===== config.mk =====
export PLATFORM = sky130hd
export DESIGN_NAME = top_ctrl
export DESIGN_NICKNAME = d
export VERILOG_FILES = /design/src/design/top_pkg.sv /design/src/design/top_ctrl.sv
export SDC_FILE = /design/constraint.sdc
export NUM_CORES = 1
export LEC_CHECK = 0
export ABC_CLOCK_PERIOD_IN_PS = 1900
export BUFFER_PORTS_ARGS = -buffer_cell sky130_fd_sc_hd__buf_2
export CAP_MARGIN = 0
export CORE_AREA = 3 3 40 42
export DETAILED_ROUTE_END_ITERATION = 10
export DIE_AREA = 0 0 43 45
export GPL_ROUTABILITY_DRIVEN = 0
export SETUP_SLACK_MARGIN = 0.4
export SYNTH_ARGS = -nofsm -noshare
export SYNTH_HDL_FRONTEND = slang
export SYNTH_SLANG_ARGS = --single-unit

===== constraint.sdc =====
create_clock -name clk -period 1.9 [get_ports clk]
set_input_delay 0.38 -clock clk [delete_from_list [all_inputs] [get_ports clk]]
set_output_delay 0.38 -clock clk [all_outputs]
set_load 0.03 [all_outputs]

===== src/design/top_pkg.sv =====
`default_nettype none
package top_pkg;
    localparam int DELTA_WIDTH = 20;
    localparam int ANGLE_FRAC_BITS = 8;
    localparam int PHASE_WIDTH = 2;
    localparam logic [PHASE_WIDTH-1:0] PHASE_UP     = 2'd0;
    localparam logic [PHASE_WIDTH-1:0] PHASE_CRUISE = 2'd1;
    localparam logic [PHASE_WIDTH-1:0] PHASE_DOWN   = 2'd2;
    localparam logic [PHASE_WIDTH-1:0] PHASE_DONE   = 2'd3;
    localparam int CFG_INDEX_WIDTH = 3;
    localparam logic [CFG_INDEX_WIDTH-1:0] REG_START = 3'd0;
    localparam logic [CFG_INDEX_WIDTH-1:0] REG_END   = 3'd1;
    localparam logic [CFG_INDEX_WIDTH-1:0] REG_TOTAL = 3'd2;
    localparam logic [CFG_INDEX_WIDTH-1:0] REG_UP    = 3'd3;
    localparam logic [CFG_INDEX_WIDTH-1:0] REG_DOWN  = 3'd4;

    typedef struct packed {
        logic load;
        logic divide;
        logic blend;
    } top_cmd_t;

    typedef struct packed {
        logic div_done;
        logic blend_done;
    } top_status_t;
endpackage
`default_nettype wire


===== src/design/top_ctrl.sv =====
`default_nettype none
module top_ctrl
    import top_pkg::*;
(
    input  wire logic        clk,
    input  wire logic        rst_n,
    input  wire logic        in_valid,
    output logic             in_ready,
    output logic             out_valid,
    input  wire logic        out_ready,
    output top_cmd_t         cmd,
    input  wire top_status_t status
);
    localparam logic [1:0] S_IDLE = 2'd0;
    localparam logic [1:0] S_DIV  = 2'd1;
    localparam logic [1:0] S_BLND = 2'd2;
    localparam logic [1:0] S_OUT  = 2'd3;

    logic [1:0] state_reg, state_next;

    always_ff @(posedge clk or negedge rst_n)
    begin
        if (!rst_n)
            state_reg <= S_IDLE;
        else
            state_reg <= state_next;
    end

    always_comb
    begin
        state_next = state_reg;
        cmd = '0;
        in_ready = 1'b0;
        out_valid = 1'b0;
        unique case (state_reg)
            S_IDLE:
            begin
                in_ready = 1'b1;
                if (in_valid)
                begin
                    cmd.load = 1'b1;
                    state_next = S_DIV;
                end
            end
            S_DIV:
            begin
                cmd.divide = 1'b1;
                if (status.div_done)
                    state_next = S_BLND;
            end
            S_BLND:
            begin
                cmd.blend = 1'b1;
                if (status.blend_done)
                    state_next = S_OUT;
            end
            S_OUT:
            begin
                out_valid = 1'b1;
                if (out_ready)
                    state_next = S_IDLE;
            end
            default: state_next = S_IDLE;
        endcase
    end

`ifndef SYNTHESIS
    a_no_accept_busy: assert property (@(posedge clk) disable iff (!rst_n)
        state_reg != S_IDLE |-> !in_ready)
        else $error("input taken while busy");
    a_load_to_div: assert property (@(posedge clk) disable iff (!rst_n)
        cmd.load |=> state_reg == S_DIV)
        else $error("load did not start division");
    a_out_hold: assert property (@(posedge clk) disable iff (!rst_n)
        out_valid && !out_ready |=> out_valid)
        else $error("result dropped");
`endif
endmodule
`default_nettype wire


### Yosys cells after proc, flatten, opt, wreduce, memory -nomap -nowiden

Cells that the tools add are included.

* register bits after elaboration: 2
* input bits: 6
* logic and storage cells: 21

* equal/unequal tests: 7
* mux-type cells: 11
* reductions and logical operators: 2

Operators by type and width (number)
* two-way mux 2 bit: 4
* inequality test 2 bit, second input constant: 4
* case mux 2 bit (4 select lines): 1
* two-way mux 1 bit: 6
* equality test 2 bit, second input constant: 2
* AND reduction 4 bit: 1
* equality test 2 x 1 -> 1 bit, second input constant: 1
* logical NOT 2 bit: 1

### Logic depth before layout (Yosys ltp)

* depth after elaboration: 3
* gate-level depth with buffers: 5
* gate-level depth less buffers: 5

### Worst setup path before layout

Ideal clock, no wire load.

* path type: flip-flop to flip-flop
* start: reg state_reg[1]
* end: reg state_reg[1]
* setup time: 0.125 ns
* data arrival time: 1.581 ns
* data required time: 1.775 ns
* path slack: 0.194 ns
* stages on the path, launching flop included: 6
* cell sequence: dfrtp_1 inv_1 ha_1 nor2b_4 a2111oi_4 mux2_4

* word-level cells in the longest chain between the ends: 3
* elaborated cells between the ends (all ways): 10
* classes of those cells: 7 x eq/ne; 1 x mux; 2 x reduce/logical

RTL lines
* start, declared: RTL line top_ctrl.sv:19 `logic [1:0] state_reg, state_next;`
* start signal, assigned: RTL line top_ctrl.sv:26 `state_reg <= state_next;`
* equality test 2 x 1 -> 1 bit, or another cell as far along: RTL line top_ctrl.sv:35 `unique case (state_reg)`
* inequality test 2 bit (no source line)
* AND reduction 4 bit (no source line)

Several ways; a longest one is shown, not always the timed one.
A chain may end at the register's enable or synchronous reset.

### Worst setup path after layout

Same ends and word-level chain as after synthesis.

==> PnR_summary.wiki <==
{| class="wikitable"
! Metric !! Value
|-
| Worst setup path class || reg -> reg
|-
| Die width || 43 um
|-
| Drt first pass iters || 1
|-
| Hold crit path type || in -> async
|-
| Vertical die dimension || 45 um
|-
| Port Buf Inserts || 10
|-
| Accumulated negative setup slack || 0 ps
|-
| Number of global-route vias before repair || 182
|-
| Number of remaining DRC errors || 0
|-
| Top library cells by usage in the layout, fill and taps aside || buf_2 (7), buf_4 (4), clkbuf_4 (3), buf_6 (3)
|-
| Yosys reg bits || 2
|-
| Slowest Stage Delay on Critical Path || 390 ps
|-
| Initial Util || 15.6%
|-
| Worst Skew || 2.87 ps
|-
| Setup crit start kind || flop
|-
| Internal power || 431 uW
|-
| Required arrival time at the worst endpoint || 2000 ps
|-
| Top Ports || 11
|-
| Cell area after synthesis || 200 um2
|-
| Average wire length per cell after detail routing || 8.70 um
|-
| Die Footprint || 1940 um2
|-
| Result of the run || finished clean
|-
| Max Freq || 628 MHz
|-
| Slowest cell on the critical path || dfrtp_1
|-
| Leading cell type in the layout, fill and taps excluded || buf_2
|-
| Part of the power in combinational logic || 75.3%
|-
| Number of antenna violations at the first check in global routing || 0
|-
| Area delta synth->final || 95.0%
|-
| Number of vias in the routed layout || 181
|-
| Synthesized instance count || 17
|-
| VDD IR max || 0.000585 V
|-
| Maximum clock path buffer count || 2
|-
| Tightest slew margin relative to the limit || 77.9%
|-
| Largest net degree at the start of global routing || 5
|-
| CTS tree || done
|-
| Final setup violating endpoints || 0
|-
| Proportion of synthesized chip area in sequential cells || 25.0%
|-
| Total number of H-tree levels || 1
|-
| Total net switching power || 316 uW
|-
| Critical Path Fanout Max || 4
|-
| Yosys warning count || 0
|-
| Dominant cell type by area after synthesis || dfrtp_1
|-
| Critical path endpoint category || flop
|-
| Diode count || 0
|-
| Share of final-layout standard cells stronger than drive strength 1 || 80.0%
|-
| Number of nets in the synthesized netlist || 27
|-
| Clock transition at the registers of the reported paths || 30 ps
|-
| Final global-route overflow total || 0
|-
| Clock sink count || 2
|-
| Share of the synthesized area in the top cell type || 25.0%
|-
| Clock power frac || 12.3%
|-
| Leakage dissipation || 0.189 nW
|-
| Post-route ant nets || 0
|-
| Final hold violation count || 0
|-
| Number of buffers created by CTS || 3
|-
| Global-route total usage across every layer || 5.08%
|-
| Sw frac || 42.3%
|-
| Arrival time at the worst endpoint || 1690 ps
|-
| Flip-flop count of the largest register, all copies and words added || 2
|-
| Worst-margin pin slew || 331 ps
|-
| Num rows || 13
|-
| Synthesized area divided by synthesized cell count || 11.8 um2
|-
| Period minus WS final || 1590 ps
|-
| Number of max-cap violations || 0
|-
| Global-route wire length before repair || 703 um
|-
| Yosys cell types || 10
|-
| Power share of the sequential group || 12.4%
|-
| Root buffer cell || clkbuf_4
|-
| Total number of nets in the final design || 47
|-
| Share of the clock period used by the worst path || 83.8%
|-
| Total detailed-routing wirelength || 435 um
|-
| Final core utilization || 30.4%
|-
| Drt via density || 3.62
|-
| Crit-path cells || inv_2 > ha_4 > nor2b_4 > a2111oi_4 > mux2_4
|-
| Placeable core area || 1280 um2
|-
| Max-slew violation total from the final report || 0
|-
| RSZ-0062 raised after global routing || yes
|-
| Total power per unit cell area || 1910 nW/um2
|-
| Worst skew pair latency || 220 ps
|-
| Largest cells by area after synthesis || dfrtp_1 (25%), ha_1 (25%), a2111oi_4 (14%)
|-
| Violation count after the first detailed-route iteration || 0
|}
## routing by layer
metal  vias up  GRT usage [%]  wire length (um)
li1         91              -                 -
met1        79           4.82               172
met2        11           8.68               201
met3         0           2.39                61
met4         0           3.61                 0
met5         -              0                 0
## per-stage QoR
stage / cells / hold slack (ps) / power [mW] / area (um2) / setup WS [ps]
final: 50 / 469 / 0.746 / 390 / 307
after global routing: 50 / 493 / 0.807 / 390 / 244
after CTS: 50 / 458 / 0.755 / 389 / 301
after detailed placement: 42 / 167 / 0.516 / 290 / 282
after global placement: 42 / 168 / 0.513 / 290 / 275
after floorplan: 17 / 84.4 / 0.456 / 221 / 296
## cell usage after synthesis
master,n
ha_1,4
inv_1,3
dfrtp_1,2
nor2b_1,2
a2111oi_4,1
and2_1,1
mux2_4,1
mux2i_1,1
nor2_1,1
nor2b_4,1
## worst paths after layout
| path | startpoint | end | slack (ps) | depth (start not counted) |
|---|---|---|---|---|
| worst max register to register | state_reg[1] | state_reg[1] | 310 | 5 |
| worst min register to register | state_reg[1] | state_reg[1] | 600 | 1 |
| max in group asynchronous | rst_n | state_reg[1] | 1330 | 2 |
| worst min-delay path | rst_n | state_reg[0] | 470 | 2 |
| min in group clk | status[0] | state_reg[0] | 590 | 4 |
| worst max-delay path | state_reg[1] | state_reg[1] | 310 | 5 |
## worst max-delay path, delay by kind of cell, from the launching register on
family | cells | cell delay (ps)
simple gates | 1 | 120
flops | 1 | 390
fa+ha+maj | 1 | 160
buf+inv | 1 | 80
mux | 1 | 330
compound gates | 1 | 380
## cells by family (layout without fill, tap and decap cells)
logic type	after synthesis	in the layout	share of synthesized area (%)
and+or+nand+nor	5	5	18.1
adders and majority gates	4	4	25.0
muxes	2	2	12.5
buffers and inverters	3	21	5.62
AOI/OAI and AO/OA	1	1	13.8
DFF	2	2	25.0
## power by group through the flow
stage / sequential (mW) / combinational, mW / clock (mW)
after floorplan: 0.0914 / 0.365 / 0
after global placement: 0.0954 / 0.417 / 0
after detailed placement: 0.0962 / 0.420 / 0
after CTS: 0.0923 / 0.563 / 0.0994
after global routing: 0.0967 / 0.611 / 0.0991
final: 0.0924 / 0.562 / 0.0921
## repair_timing
action,CTS,global route
pin swaps,1,1
hold buffers,1,0
setup endpoints to repair,5,6
cloned,0,0
endpoints found under the hold margin,2,0
setup buffers,4,0
gates resized for setup,11,1
## area by class of cell
cell class | instances | area [um2]
Sequential cell | 2 | 50.0
Multi-Input combinational cell | 12 | 179
Tap cell | 15 | 18.8
Clock buffer | 3 | 22.5
Fill cell | 137 | 895
Inverter | 3 | 11.3
Timing Repair Buffer | 15 | 109
No activity file was read; power rests on OpenSTA's default activity.
