<file path="src/design/top_pkg.sv">
`default_nettype none
package top_pkg;
    localparam int DELTA_WIDTH = 20;
    localparam int ANGLE_FRAC_BITS = 8;
    localparam int PHASE_WIDTH = 2;
    localparam logic [PHASE_WIDTH-1:0] PHASE_UP     = 2'd0;
    localparam logic [PHASE_WIDTH-1:0] PHASE_CRUISE = 2'd1;
    localparam logic [PHASE_WIDTH-1:0] PHASE_DOWN   = 2'd2;
    localparam logic [PHASE_WIDTH-1:0] PHASE_DONE   = 2'd3;
    localparam int CFG_INDEX_WIDTH = 3;
    localparam logic [CFG_INDEX_WIDTH-1:0] REG_START = 3'd0;
    localparam logic [CFG_INDEX_WIDTH-1:0] REG_END   = 3'd1;
    localparam logic [CFG_INDEX_WIDTH-1:0] REG_TOTAL = 3'd2;
    localparam logic [CFG_INDEX_WIDTH-1:0] REG_UP    = 3'd3;
    localparam logic [CFG_INDEX_WIDTH-1:0] REG_DOWN  = 3'd4;

    typedef struct packed {
        logic load;
        logic divide;
        logic blend;
    } top_cmd_t;

    typedef struct packed {
        logic div_done;
        logic blend_done;
    } top_status_t;
endpackage
`default_nettype wire

</file>
<file path="src/design/top_datapath.sv">
`default_nettype none
module top_datapath
    import top_pkg::*;
#(
    parameter int ANGLE_WIDTH = 20,
    parameter int TIME_WIDTH = 26,
    parameter int PROGRESS_FRAC_BITS = 16
)
(
    input  wire logic                       clk,
    input  wire logic                       rst_n,
    input  wire top_cmd_t                   cmd,
    output top_status_t                     status,
    input  wire logic [DELTA_WIDTH-1:0]     delta_time,
    input  wire logic [3*ANGLE_WIDTH-1:0]   start_o,
    input  wire logic [3*ANGLE_WIDTH-1:0]   end_o,
    input  wire logic [TIME_WIDTH-1:0]      tt,
    input  wire logic [TIME_WIDTH-1:0]      tu,
    input  wire logic [TIME_WIDTH-1:0]      td,
    output logic signed [ANGLE_WIDTH-1:0]   orient_x,
    output logic signed [ANGLE_WIDTH-1:0]   orient_y,
    output logic signed [ANGLE_WIDTH-1:0]   orient_z,
    output logic [PHASE_WIDTH-1:0]          phase,
    output logic                            config_error
);
    // Operand width: products of two times plus sign and headroom.
    localparam int EW = TIME_WIDTH + 1;
    localparam int NW = 2 * EW + 4;
    localparam int MW = EW + 3;
    localparam int FW = PROGRESS_FRAC_BITS + 1;
    localparam int CW = $clog2(NW + PROGRESS_FRAC_BITS + 2) + 1;
    localparam logic [EW-1:0] ELAPSED_MAX = {EW{1'b1}};
    localparam int BW = ANGLE_WIDTH + 2 + FW;
    localparam logic [FW-1:0] FRAC_ONE = FW'(1) << PROGRESS_FRAC_BITS;

    logic [EW-1:0] elapsed_reg;
    logic [PHASE_WIDTH-1:0] phase_reg;
    logic signed [EW+1:0] pden_reg;
    logic signed [NW-1:0] num_reg, den_reg;
    logic force_one_reg;
    logic fresh_reg;
    logic div_done_reg, blend_done_reg;
    logic [NW-1:0] rem_reg, dsh_reg;
    logic [FW-1:0] frac_reg;
    logic [CW-1:0] cnt_reg;
    logic [1:0] sub_reg;
    logic [1:0] axis_reg;
    logic signed [ANGLE_WIDTH-1:0] res_reg [3];

    logic signed [EW+2:0] t_s, T_s, U_s, D_s, tp_s;
    logic [EW:0] sum_e;
    logic [EW-1:0] elapsed_new;
    logic signed [EW+1:0] pden_new;
    logic div_fin, blend_fin;

    assign sum_e = (elapsed_reg == '0 ? {(EW+1){1'b0}} : {1'b0, elapsed_reg})
        + (EW+1)'(delta_time);
    assign elapsed_new = sum_e[EW] ? ELAPSED_MAX : sum_e[EW-1:0];
    assign pden_new = (EW+2)'(2 * $signed({1'b0, tt}))
        - (EW+2)'($signed({1'b0, tu})) - (EW+2)'($signed({1'b0, td}));
    assign t_s = $signed({3'b0, elapsed_reg});
    assign T_s = $signed({4'b0, tt});
    assign U_s = $signed({4'b0, tu});
    assign D_s = $signed({4'b0, td});
    assign tp_s = t_s - (T_s - D_s);
    assign config_error = ({1'b0, tu} + {1'b0, td}) > {1'b0, tt};

    // One multiply per setup step through a single shared multiplier.
    logic signed [MW-1:0] mul_a, mul_b;
    logic signed [2*MW-1:0] prod;
    logic signed [NW-1:0] p1_reg;
    assign prod = mul_a * mul_b;

    always_comb
    begin
        mul_a = '0;
        mul_b = '0;
        case (phase_reg)
            PHASE_UP:
            begin
                if (sub_reg == 2'd0)
                begin
                    mul_a = t_s;
                    mul_b = t_s;
                end
                else
                begin
                    mul_a = U_s;
                    mul_b = MW'(pden_reg);
                end
            end
            PHASE_DOWN:
            begin
                if (sub_reg == 2'd0)
                begin
                    mul_a = D_s;
                    mul_b = MW'(2 * T_s - U_s - 2 * D_s + 2 * tp_s);
                end
                else if (sub_reg == 2'd1)
                begin
                    mul_a = tp_s;
                    mul_b = tp_s;
                end
                else
                begin
                    mul_a = D_s;
                    mul_b = MW'(pden_reg);
                end
            end
            default: ;
        endcase
    end

    logic [NW:0] trial;
    assign trial = {rem_reg, 1'b0} - {1'b0, dsh_reg};

    assign div_fin = cmd.divide && !div_done_reg
        && ((cnt_reg == CW'(1) && (force_one_reg || num_reg <= 0 || den_reg <= 0
                                   || num_reg >= den_reg))
            || cnt_reg == CW'(PROGRESS_FRAC_BITS + 1));
    assign blend_fin = cmd.blend && !blend_done_reg && (axis_reg == 2'd2);
    assign status = {div_done_reg, blend_done_reg};

    // One axis per cycle: start + round((end - start) * f).
    logic signed [ANGLE_WIDTH-1:0] sa, ea;
    logic signed [ANGLE_WIDTH:0] diff;
    logic signed [BW-1:0] bsum;
    logic signed [ANGLE_WIDTH-1:0] blend_v;
    always_comb
    begin
        sa = start_o[axis_reg*ANGLE_WIDTH +: ANGLE_WIDTH];
        ea = end_o[axis_reg*ANGLE_WIDTH +: ANGLE_WIDTH];
        diff = (ANGLE_WIDTH+1)'(ea) - (ANGLE_WIDTH+1)'(sa);
        bsum = BW'(diff) * $signed({1'b0, frac_reg})
            + (BW'(1) <<< (PROGRESS_FRAC_BITS - 1));
        blend_v = sa + ANGLE_WIDTH'(bsum >>> PROGRESS_FRAC_BITS);
    end

    always_ff @(posedge clk or negedge rst_n)
    begin
        if (!rst_n)
        begin
            elapsed_reg <= '0;
            phase_reg <= PHASE_UP;
            sub_reg <= '0;
            cnt_reg <= '0;
            axis_reg <= '0;
            fresh_reg <= 1'b0;
            force_one_reg <= 1'b0;
            div_done_reg <= 1'b0;
            blend_done_reg <= 1'b0;
        end
        else
        begin
            div_done_reg <= div_fin;
            blend_done_reg <= blend_fin;
            if (cmd.load)
            begin
                if (elapsed_reg == '0)
                begin
                    pden_reg <= pden_new;
                    phase_reg <= PHASE_UP;
                end
                elapsed_reg <= elapsed_new;
                sub_reg <= '0;
                cnt_reg <= '0;
                axis_reg <= '0;
                fresh_reg <= 1'b1;
                force_one_reg <= 1'b0;
            end
            else if (cmd.divide && !div_done_reg)
            begin
                if (cnt_reg == '0)
                begin
                    // Setup: pick the phase, form numerator and denominator.
                    unique case (phase_reg)
                        PHASE_UP:
                        begin
                            if (t_s >= U_s)
                            begin
                                phase_reg <= PHASE_CRUISE;
                                num_reg <= NW'(2 * t_s - U_s);
                                den_reg <= NW'(pden_reg);
                                cnt_reg <= CW'(1);
                            end
                            else if (sub_reg == 2'd0)
                            begin
                                p1_reg <= NW'(prod);
                                sub_reg <= 2'd1;
                            end
                            else
                            begin
                                num_reg <= p1_reg;
                                den_reg <= NW'(prod);
                                cnt_reg <= CW'(1);
                            end
                        end
                        PHASE_CRUISE:
                        begin
                            if (t_s >= T_s - D_s)
                            begin
                                phase_reg <= PHASE_DOWN;
                                sub_reg <= '0;
                                fresh_reg <= 1'b0;
                            end
                            else
                            begin
                                num_reg <= NW'(2 * t_s - U_s);
                                den_reg <= NW'(pden_reg);
                                cnt_reg <= CW'(1);
                            end
                        end
                        PHASE_DOWN:
                        begin
                            // The end check applies only to a tick that began in
                            // ramp down, not to one that just entered it.
                            if (sub_reg == 2'd0 && fresh_reg && t_s >= T_s)
                            begin
                                phase_reg <= PHASE_DONE;
                                force_one_reg <= 1'b1;
                                cnt_reg <= CW'(1);
                            end
                            else if (sub_reg == 2'd0)
                            begin
                                p1_reg <= NW'(prod);
                                sub_reg <= 2'd1;
                            end
                            else if (sub_reg == 2'd1)
                            begin
                                num_reg <= p1_reg - NW'(prod);
                                sub_reg <= 2'd2;
                            end
                            else
                            begin
                                den_reg <= NW'(prod);
                                force_one_reg <= (td == '0);
                                cnt_reg <= CW'(1);
                            end
                        end
                        default:
                        begin
                            force_one_reg <= 1'b1;
                            cnt_reg <= CW'(1);
                        end
                    endcase
                end
                else if (cnt_reg == CW'(1))
                begin
                    // Clamp cases, then start the restoring divider.
                    rem_reg <= num_reg;
                    dsh_reg <= den_reg;
                    if (force_one_reg)
                        frac_reg <= FRAC_ONE;
                    else if (num_reg <= 0 || den_reg <= 0)
                        frac_reg <= '0;
                    else if (num_reg >= den_reg)
                        frac_reg <= FRAC_ONE;
                    else
                    begin
                        frac_reg <= '0;
                        cnt_reg <= CW'(2);
                    end
                end
                else
                begin
                    if (!trial[NW])
                    begin
                        rem_reg <= trial[NW-1:0];
                        frac_reg <= {frac_reg[FW-2:0], 1'b1};
                    end
                    else
                    begin
                        rem_reg <= {rem_reg[NW-2:0], 1'b0};
                        frac_reg <= {frac_reg[FW-2:0], 1'b0};
                    end
                    cnt_reg <= cnt_reg + CW'(1);
                end
            end
            else if (cmd.blend && !blend_done_reg)
            begin
                res_reg[axis_reg] <= blend_v;
                axis_reg <= (axis_reg == 2'd2) ? 2'd0 : axis_reg + 2'd1;
            end
        end
    end

    assign orient_x = res_reg[0];
    assign orient_y = res_reg[1];
    assign orient_z = res_reg[2];
    assign phase = phase_reg;
endmodule
`default_nettype wire

</file>
<file path="config.mk">
export PLATFORM = sky130hd
export DESIGN_NAME = top_datapath
export DESIGN_NICKNAME = d
export VERILOG_FILES = /design/src/design/top_pkg.sv /design/src/design/top_datapath.sv
export SDC_FILE = /design/constraint.sdc
export NUM_CORES = 2
export LEC_CHECK = 0
export BUFFER_PORTS_ARGS = -buffer_cell sky130_fd_sc_hd__buf_2
export CAP_MARGIN = 5
export CORE_ASPECT_RATIO = 0.75
export CORE_MARGIN = 3
export CORE_UTILIZATION = 45
export CTS_CLUSTER_DIAMETER = 200
export DETAILED_ROUTE_END_ITERATION = 10
export GPL_ROUTABILITY_DRIVEN = 0
export GPL_TIMING_DRIVEN = 0
export HOLD_SLACK_MARGIN = 0.1
export SETUP_SLACK_MARGIN = 0.1
export SLEW_MARGIN = 20
export SYNTH_ARGS = -nofsm -noshare
export SYNTH_HDL_FRONTEND = slang
export SYNTH_SLANG_ARGS = --single-unit
</file>
<file path="constraint.sdc">
create_clock -name clk -period 41.3 [get_ports clk]
set_clock_uncertainty 0.1 [all_clocks]
set_input_delay 6.195 -clock clk [delete_from_list [all_inputs] [get_ports clk]]
set_output_delay 6.195 -clock clk [all_outputs]
set_load 0.1 [all_outputs]
</file>
Word-level counts from Yosys, hierarchy flattened
Memories as Yosys holds them, arrays and structs flattened.
Index checks and enable logic that the tools add are counted.
{"block": "totals", "ramBits": 60, "inputBits": 223, "memories": 1, "elab_cells": 208, "ff_bits": 381, "output_inout_bits": 65}
{"block": "op_classes", "magnitude_cmp": 7, "addsub": 17, "mul": 3, "bitwise": 2, "n_mux": 87, "eq_ne": 32, "n_reduce_logical": 41, "shift": 2}
{"memory": "res_reg", "words": 3, "width": 20, "rd": 3, "rd_ports_with_merged_regs": 0, "write_ports": 1, "line_no": "top_datapath.sv:48", "text": "logic signed [ANGLE_WIDTH-1:0] res_reg [3];"}
{"cell": "58-bit 2-to-1 mux", "count": 17}
{"cell": "58-bit one-hot mux with 3 select lines", "count": 2}
{"cell": "30-bit 2-to-1 mux", "count": 5}
{"cell": "30-bit one-hot mux with 2 select lines", "count": 2}
{"cell": "60-bit by 8-bit variable part select with 20-bit output", "count": 2}
{"cell": "58-bit by 1-bit less-or-equal comparator with 1-bit output, second input constant", "count": 2}
{"cell": "58-bit one-hot mux with 2 select lines", "count": 1}
{"cell": "8-bit 2-to-1 mux", "count": 13}
{"cell": "27-bit 2-to-1 mux", "count": 3}
{"cell": "17-bit 2-to-1 mux", "count": 4}
{"cell": "59-bit by 58-bit subtractor with 59-bit output", "count": 1}
{"cell": "58-bit greater-or-equal comparator", "count": 1}
{"cell": "30-bit by 30-bit multiplier with 58-bit output", "count": 1}
{"cell": "28-bit by 27-bit subtractor with 29-bit output", "count": 2}
{"cell": "58-bit subtractor", "count": 1}
{"cell": "27-bit by 26-bit subtractor with 28-bit output", "count": 2}
{"cell": "27-bit by 26-bit greater-or-equal comparator with 1-bit output", "count": 2}
{"cell": "2-bit 2-to-1 mux", "count": 20}
{"cell": "36-bit by 17-bit adder with 36-bit output, second input constant", "count": 1}
{"cell": "21-bit by 18-bit multiplier with 36-bit output", "count": 1}
{"cell": "29-bit by 30-bit adder with 30-bit output", "count": 1}
{"cell": "28-bit by 26-bit subtractor with 29-bit output", "count": 1}
{"cell": "28-bit by 28-bit subtractor with 29-bit output", "count": 1}
{"cell": "27-bit by 20-bit adder with 28-bit output", "count": 1}
{"cell": "other kinds (41)", "count": 104}

Depth between registers and ports, before layout
{"block": "logic_depth", "ltp_word": 11, "mapped_depth": 84, "mapped_depth_nobuf": 83}

Least setup slack after synthesis
Ideal clock, no wire load.
{"block": "synth_timing", "path_kind": "in2reg", "startpoint": "input port td[1]", "endpoint": "register num_reg[57] (data pin)", "setup_ps": 159, "arrival_time_ps": 21872, "stages": 74, "setup_slack_ps": 19170, "path_cell_list": "inv_1 ha_1 nor2b_1 o21ai_0 a21oi_1 o21ai_0 a21oi_1 o21ai_0 a21boi_0 o21ai_0 a21oi_1 o21ai_0 a21oi_1 o31a_1 o21ai_0 nand2b_1 a21o_1 a21oi_1 [38 not listed] ha_1 and3_1 nand2_1 nor2_1 a211oi_1 nand3_1 a221oi_2 o41ai_2 o311a_1 a211oi_2 o21ai_1 a222oi_1 a211oi_1 o41a_1 o2111ai_2 a21oi_1 nand3b_1 a22oi_1"}
{"block": "synth_between", "elab_chain_len": 11}
{"element": "start, declared", "line_no": "top_datapath.sv:19", "text": "input wire logic [TIME_WIDTH-1:0] td,"}
{"element": "26-bit by 26-bit subtractor with 27-bit output", "line_no": "top_datapath.sv:65", "text": "assign tp_s = t_s - (T_s - D_s);"}
{"element": "28-bit by 27-bit subtractor with 29-bit output", "line_no": "top_datapath.sv:65"}
{"element": "29-bit by 30-bit adder with 30-bit output or 30-bit 2-to-1 mux (tied branches)", "line_no": "top_datapath.sv:97, top_datapath.sv:99"}
{"element": "30-bit 2-to-1 mux", "line_no": "top_datapath.sv:94", "text": "if (sub_reg == 2'd0)"}
{"element": "30-bit one-hot mux with 2 select lines", "line_no": "top_datapath.sv:78", "text": "case (phase_reg)"}
{"element": "30-bit by 30-bit multiplier with 58-bit output (*)", "line_no": "top_datapath.sv:72", "text": "assign prod = mul_a * mul_b;"}
{"element": "58-bit subtractor (*)", "line_no": "top_datapath.sv:230", "text": "num_reg <= p1_reg - NW'(prod);"}
{"element": "58-bit 2-to-1 mux (*)", "line_no": "top_datapath.sv:228", "text": "else if (sub_reg == 2'd1)"}
{"element": "58-bit 2-to-1 mux (*)", "line_no": "top_datapath.sv:223", "text": "else if (sub_reg == 2'd0)"}
{"element": "58-bit 2-to-1 mux (*)", "line_no": "top_datapath.sv:217", "text": "if (sub_reg == 2'd0 && fresh_reg && t_s >= T_s)"}
{"element": "58-bit one-hot mux with 3 select lines (*)", "line_no": "top_datapath.sv:176", "text": "unique case (phase_reg)"}
{"element": "end signal, assigned", "line_no": "top_datapath.sv:182", "text": "num_reg <= NW'(2 * t_s - U_s);"}
{"element": "end signal, assigned", "line_no": "top_datapath.sv:193", "text": "num_reg <= p1_reg;"}
{"element": "end signal, assigned", "line_no": "top_datapath.sv:230"}
{"element": "end, declared", "line_no": "top_datapath.sv:39", "text": "logic signed [NW-1:0] num_reg, den_reg;"}
Every way passes the cells marked *; elsewhere a longest branch is shown, timed or not. The select of a mux whose other input is x is not followed.
A chain may end at the register's enable or synchronous reset.

Worst setup path in the final report
{"block": "layout_timing", "startpoint": "input port td[1]", "endpoint": "register num_reg[56] (data pin)"}
The elaborated chain is that of the path after synthesis.

==> out/summary.txt <==
post-synth net total: 11,670
Setup Fix Bufs, Post-CTS: 0
RSZ-0062 raised after global routing: false
clk_lat worst skew: 0.71 ns
TritonCTS clock tree: done
I/O pin count: 288
Core Area: 183,800 um2
first-pass GRT wire length: 446,800 um
status: finished clean
TritonCTS buffer count: 52
Cell variety after synth: 94
Synth async-reset ratio: 0.1020
Clock Sinks: 441
Seq/Total Area, Yosys: 0.1560
final WL: 300,900 um
R2R Path End: num_reg[57]
Remaining DRCs: 0
max FFs per register: 60
CTS Root Buffer Type: clkbuf_16
post-synth top area cell: fa_1
Syn Inst Count: 9,392
Worst-Margin Slew: 1.236 ns
Longest Clk Path Bufs: 3
R2R depth: 75
period utilisation layout: 0.6432
Layout area overhead: 8.070%
setup violators final: 0
most frequent cell after synthesis: inv_1
Post-Syn Area: 83,440 um2
slew margin rel.: 0.1757
Die W: 503.2 um
area share of the largest cell type after synthesis: 0.3105
CP Depth: 77
PostCTS Resize Cnt: 0
Syn Area/Cell: 8.884 um2
largest net degree at the start of global routing: 48
DRT iter0 DRCs: 8,189
worst path required time: 41.54 ns
Top FF cell, synth: edfxtp_1
GRT overflow: 0
Hold Crit Class: reg -> reg
Final HPWL DP: 253,300 um
initial antenna violation count: 18
htree depth: 2
EDFF count, synth: 396
number of global-route vias before repair: 69,680
Initial Utilization: 0.4540
GRT Util Overall: 0.3147
via-per-instance ratio: 5.759
worst flop-to-flop path startpoint: elapsed_reg[0]
die footprint: 190,700 um2
Worst Setup SP: td[1]
hold path depth: 1
Final Hold Fails: 0
top post-synthesis cells by count: 1,830 x inv_1, 1,305 x nand2_1, 1,294 x fa_1
reg2reg setup slack: 21.74 ns
Worst Setup Start Kind: input port
most used cell, CP: a21oi_1
max-slew violations: 0
row count: 136
FMAX: 37.64 MHz
DR vias: 70,470
Yosys reg bits: 441
Arrival @ worst endpoint: 26.80 ns
CP delay by family, top: compound AO/OA/AOI/OAI gates
Max-Cap Viols: 0
CP max stage delay: 0.85 ns
CTS Hold Bufs: 0
Final #Nets: 12,050
routed wire length per instance: 24.59 um
Final min period: 26.56 ns
Die Ht: 378.9 um
ratio of cells with drive above 1 in the final layout: 0.05056
Routed Antenna Nets: 0
PortBufs: 286
WS Path Type: in -> reg
Synth area leaders: fa_1 31%, edfxtp_1 14%, ha_1 11%
Worst path slowest cell: clkbuf_1
Detailed Routing Iterations Pass 1: 10
Worst setup endpoint: num_reg[56]
clock slew at reported path FFs: 0.06 ns
CP Buf/Inv Count: 8
CP Capture Type: register
TNS Setup: 0 ns
CP max FO: 10
Ys Warns: 0
==> worst min path at each step <==
stage / start / to / slack [ns]
after detailed placement: blend_done_reg / blend_done_reg / 0.35
after global routing: blend_done_reg / blend_done_reg / 0.39
after floorplan: blend_done_reg / blend_done_reg / 0.32
after global placement: blend_done_reg / blend_done_reg / 0.34
after CTS: blend_done_reg / blend_done_reg / 0.36
final: blend_done_reg / blend_done_reg / 0.36
==> final cells by class <==
cell class                      instances  area (um2)
Tap cell                             2415        3022
Antenna cell                           10       25.02
Fill cell                           17580       93600
Multi-Input combinational cell       6726       62160
Buffer                                392        1504
Sequential cell                       441       13020
Clock buffer                           58        1324
Inverter                             1833        6880
Timing Repair Buffer                  322        1774
Clock inverter                         39       462.9
==> cells by family (layout without fill, tap and decap cells) <==
kind of cell             count (synthesis)  in the layout  synth area share
AND/OR/NAND/NOR                       2550           2550            0.1401
buffers and inverters                 2225           2644            0.1004
adder cells (fa/ha/maj)               2063           2063            0.4257
AO/OA/AOI/OAI                         1591           1591            0.1203
flip-flops                             441            441            0.1560
XOR/XNOR                               404            404           0.04325
multiplexers                           118            118           0.01423
other                                    0             10                 0
==> metal layers <==
layer | global-route usage | up-vias | part of all wire
li1 | - | 30910 | -
met1 | 0.4629 | 34690 | 0.44
met2 | 0.3998 | 4173 | 0.36
met3 | 0.1442 | 675 | 0.16
met4 | 0.1021 | 26 | 0.040
met5 | 0.008451 | - | 0.0031
==> through the flow <==
| stage | area [um2] | hold WS (ns) | cells | setup slack (ns) | utilization |
|---|---|---|---|---|---|
| after detailed placement | 88330 | 0.3525 | 12130 | 14.90 | 0.4807 |
| after floorplan | 83440 | 0.3237 | 9392 | 19.17 | - |
| after global placement | 87890 | 0.3392 | 12090 | 14.57 | 0.4783 |
| final | 90170 | 0.3561 | 12240 | 14.74 | 0.4907 |
| after global routing | 90150 | 0.3900 | 12230 | 13.87 | 0.4905 |
| after CTS | 90120 | 0.3603 | 12230 | 15.47 | 0.4904 |
==> cell usage in the layout, fill, tap and decap left out, drive strengths merged, types with 12 or more instances in the layout <==
cell,n
a211o,12
a211oi,40
a21boi,41
a21o,160
a21oi,529
a221oi,37
a31oi,63
and2,333
and3,39
buf,363
clkbuf,409
clkinv,17
dfrtp,45
edfxtp,396
fa,1294
ha,765
inv,1841
mux2i,113
nand2,1305
nand2b,79
nand3,81
nand4,57
nor2,365
nor2b,68
nor3,82
nor4,58
o211ai,19
o21a,89
o21ai,314
o21bai,69
o22a,21
o22ai,51
o31ai,20
or2,17
or3,29
xnor2,283
xor2,116
Power is not shown: default switching activity piles up to over one toggle a cycle in this logic, so the estimate is an artifact.
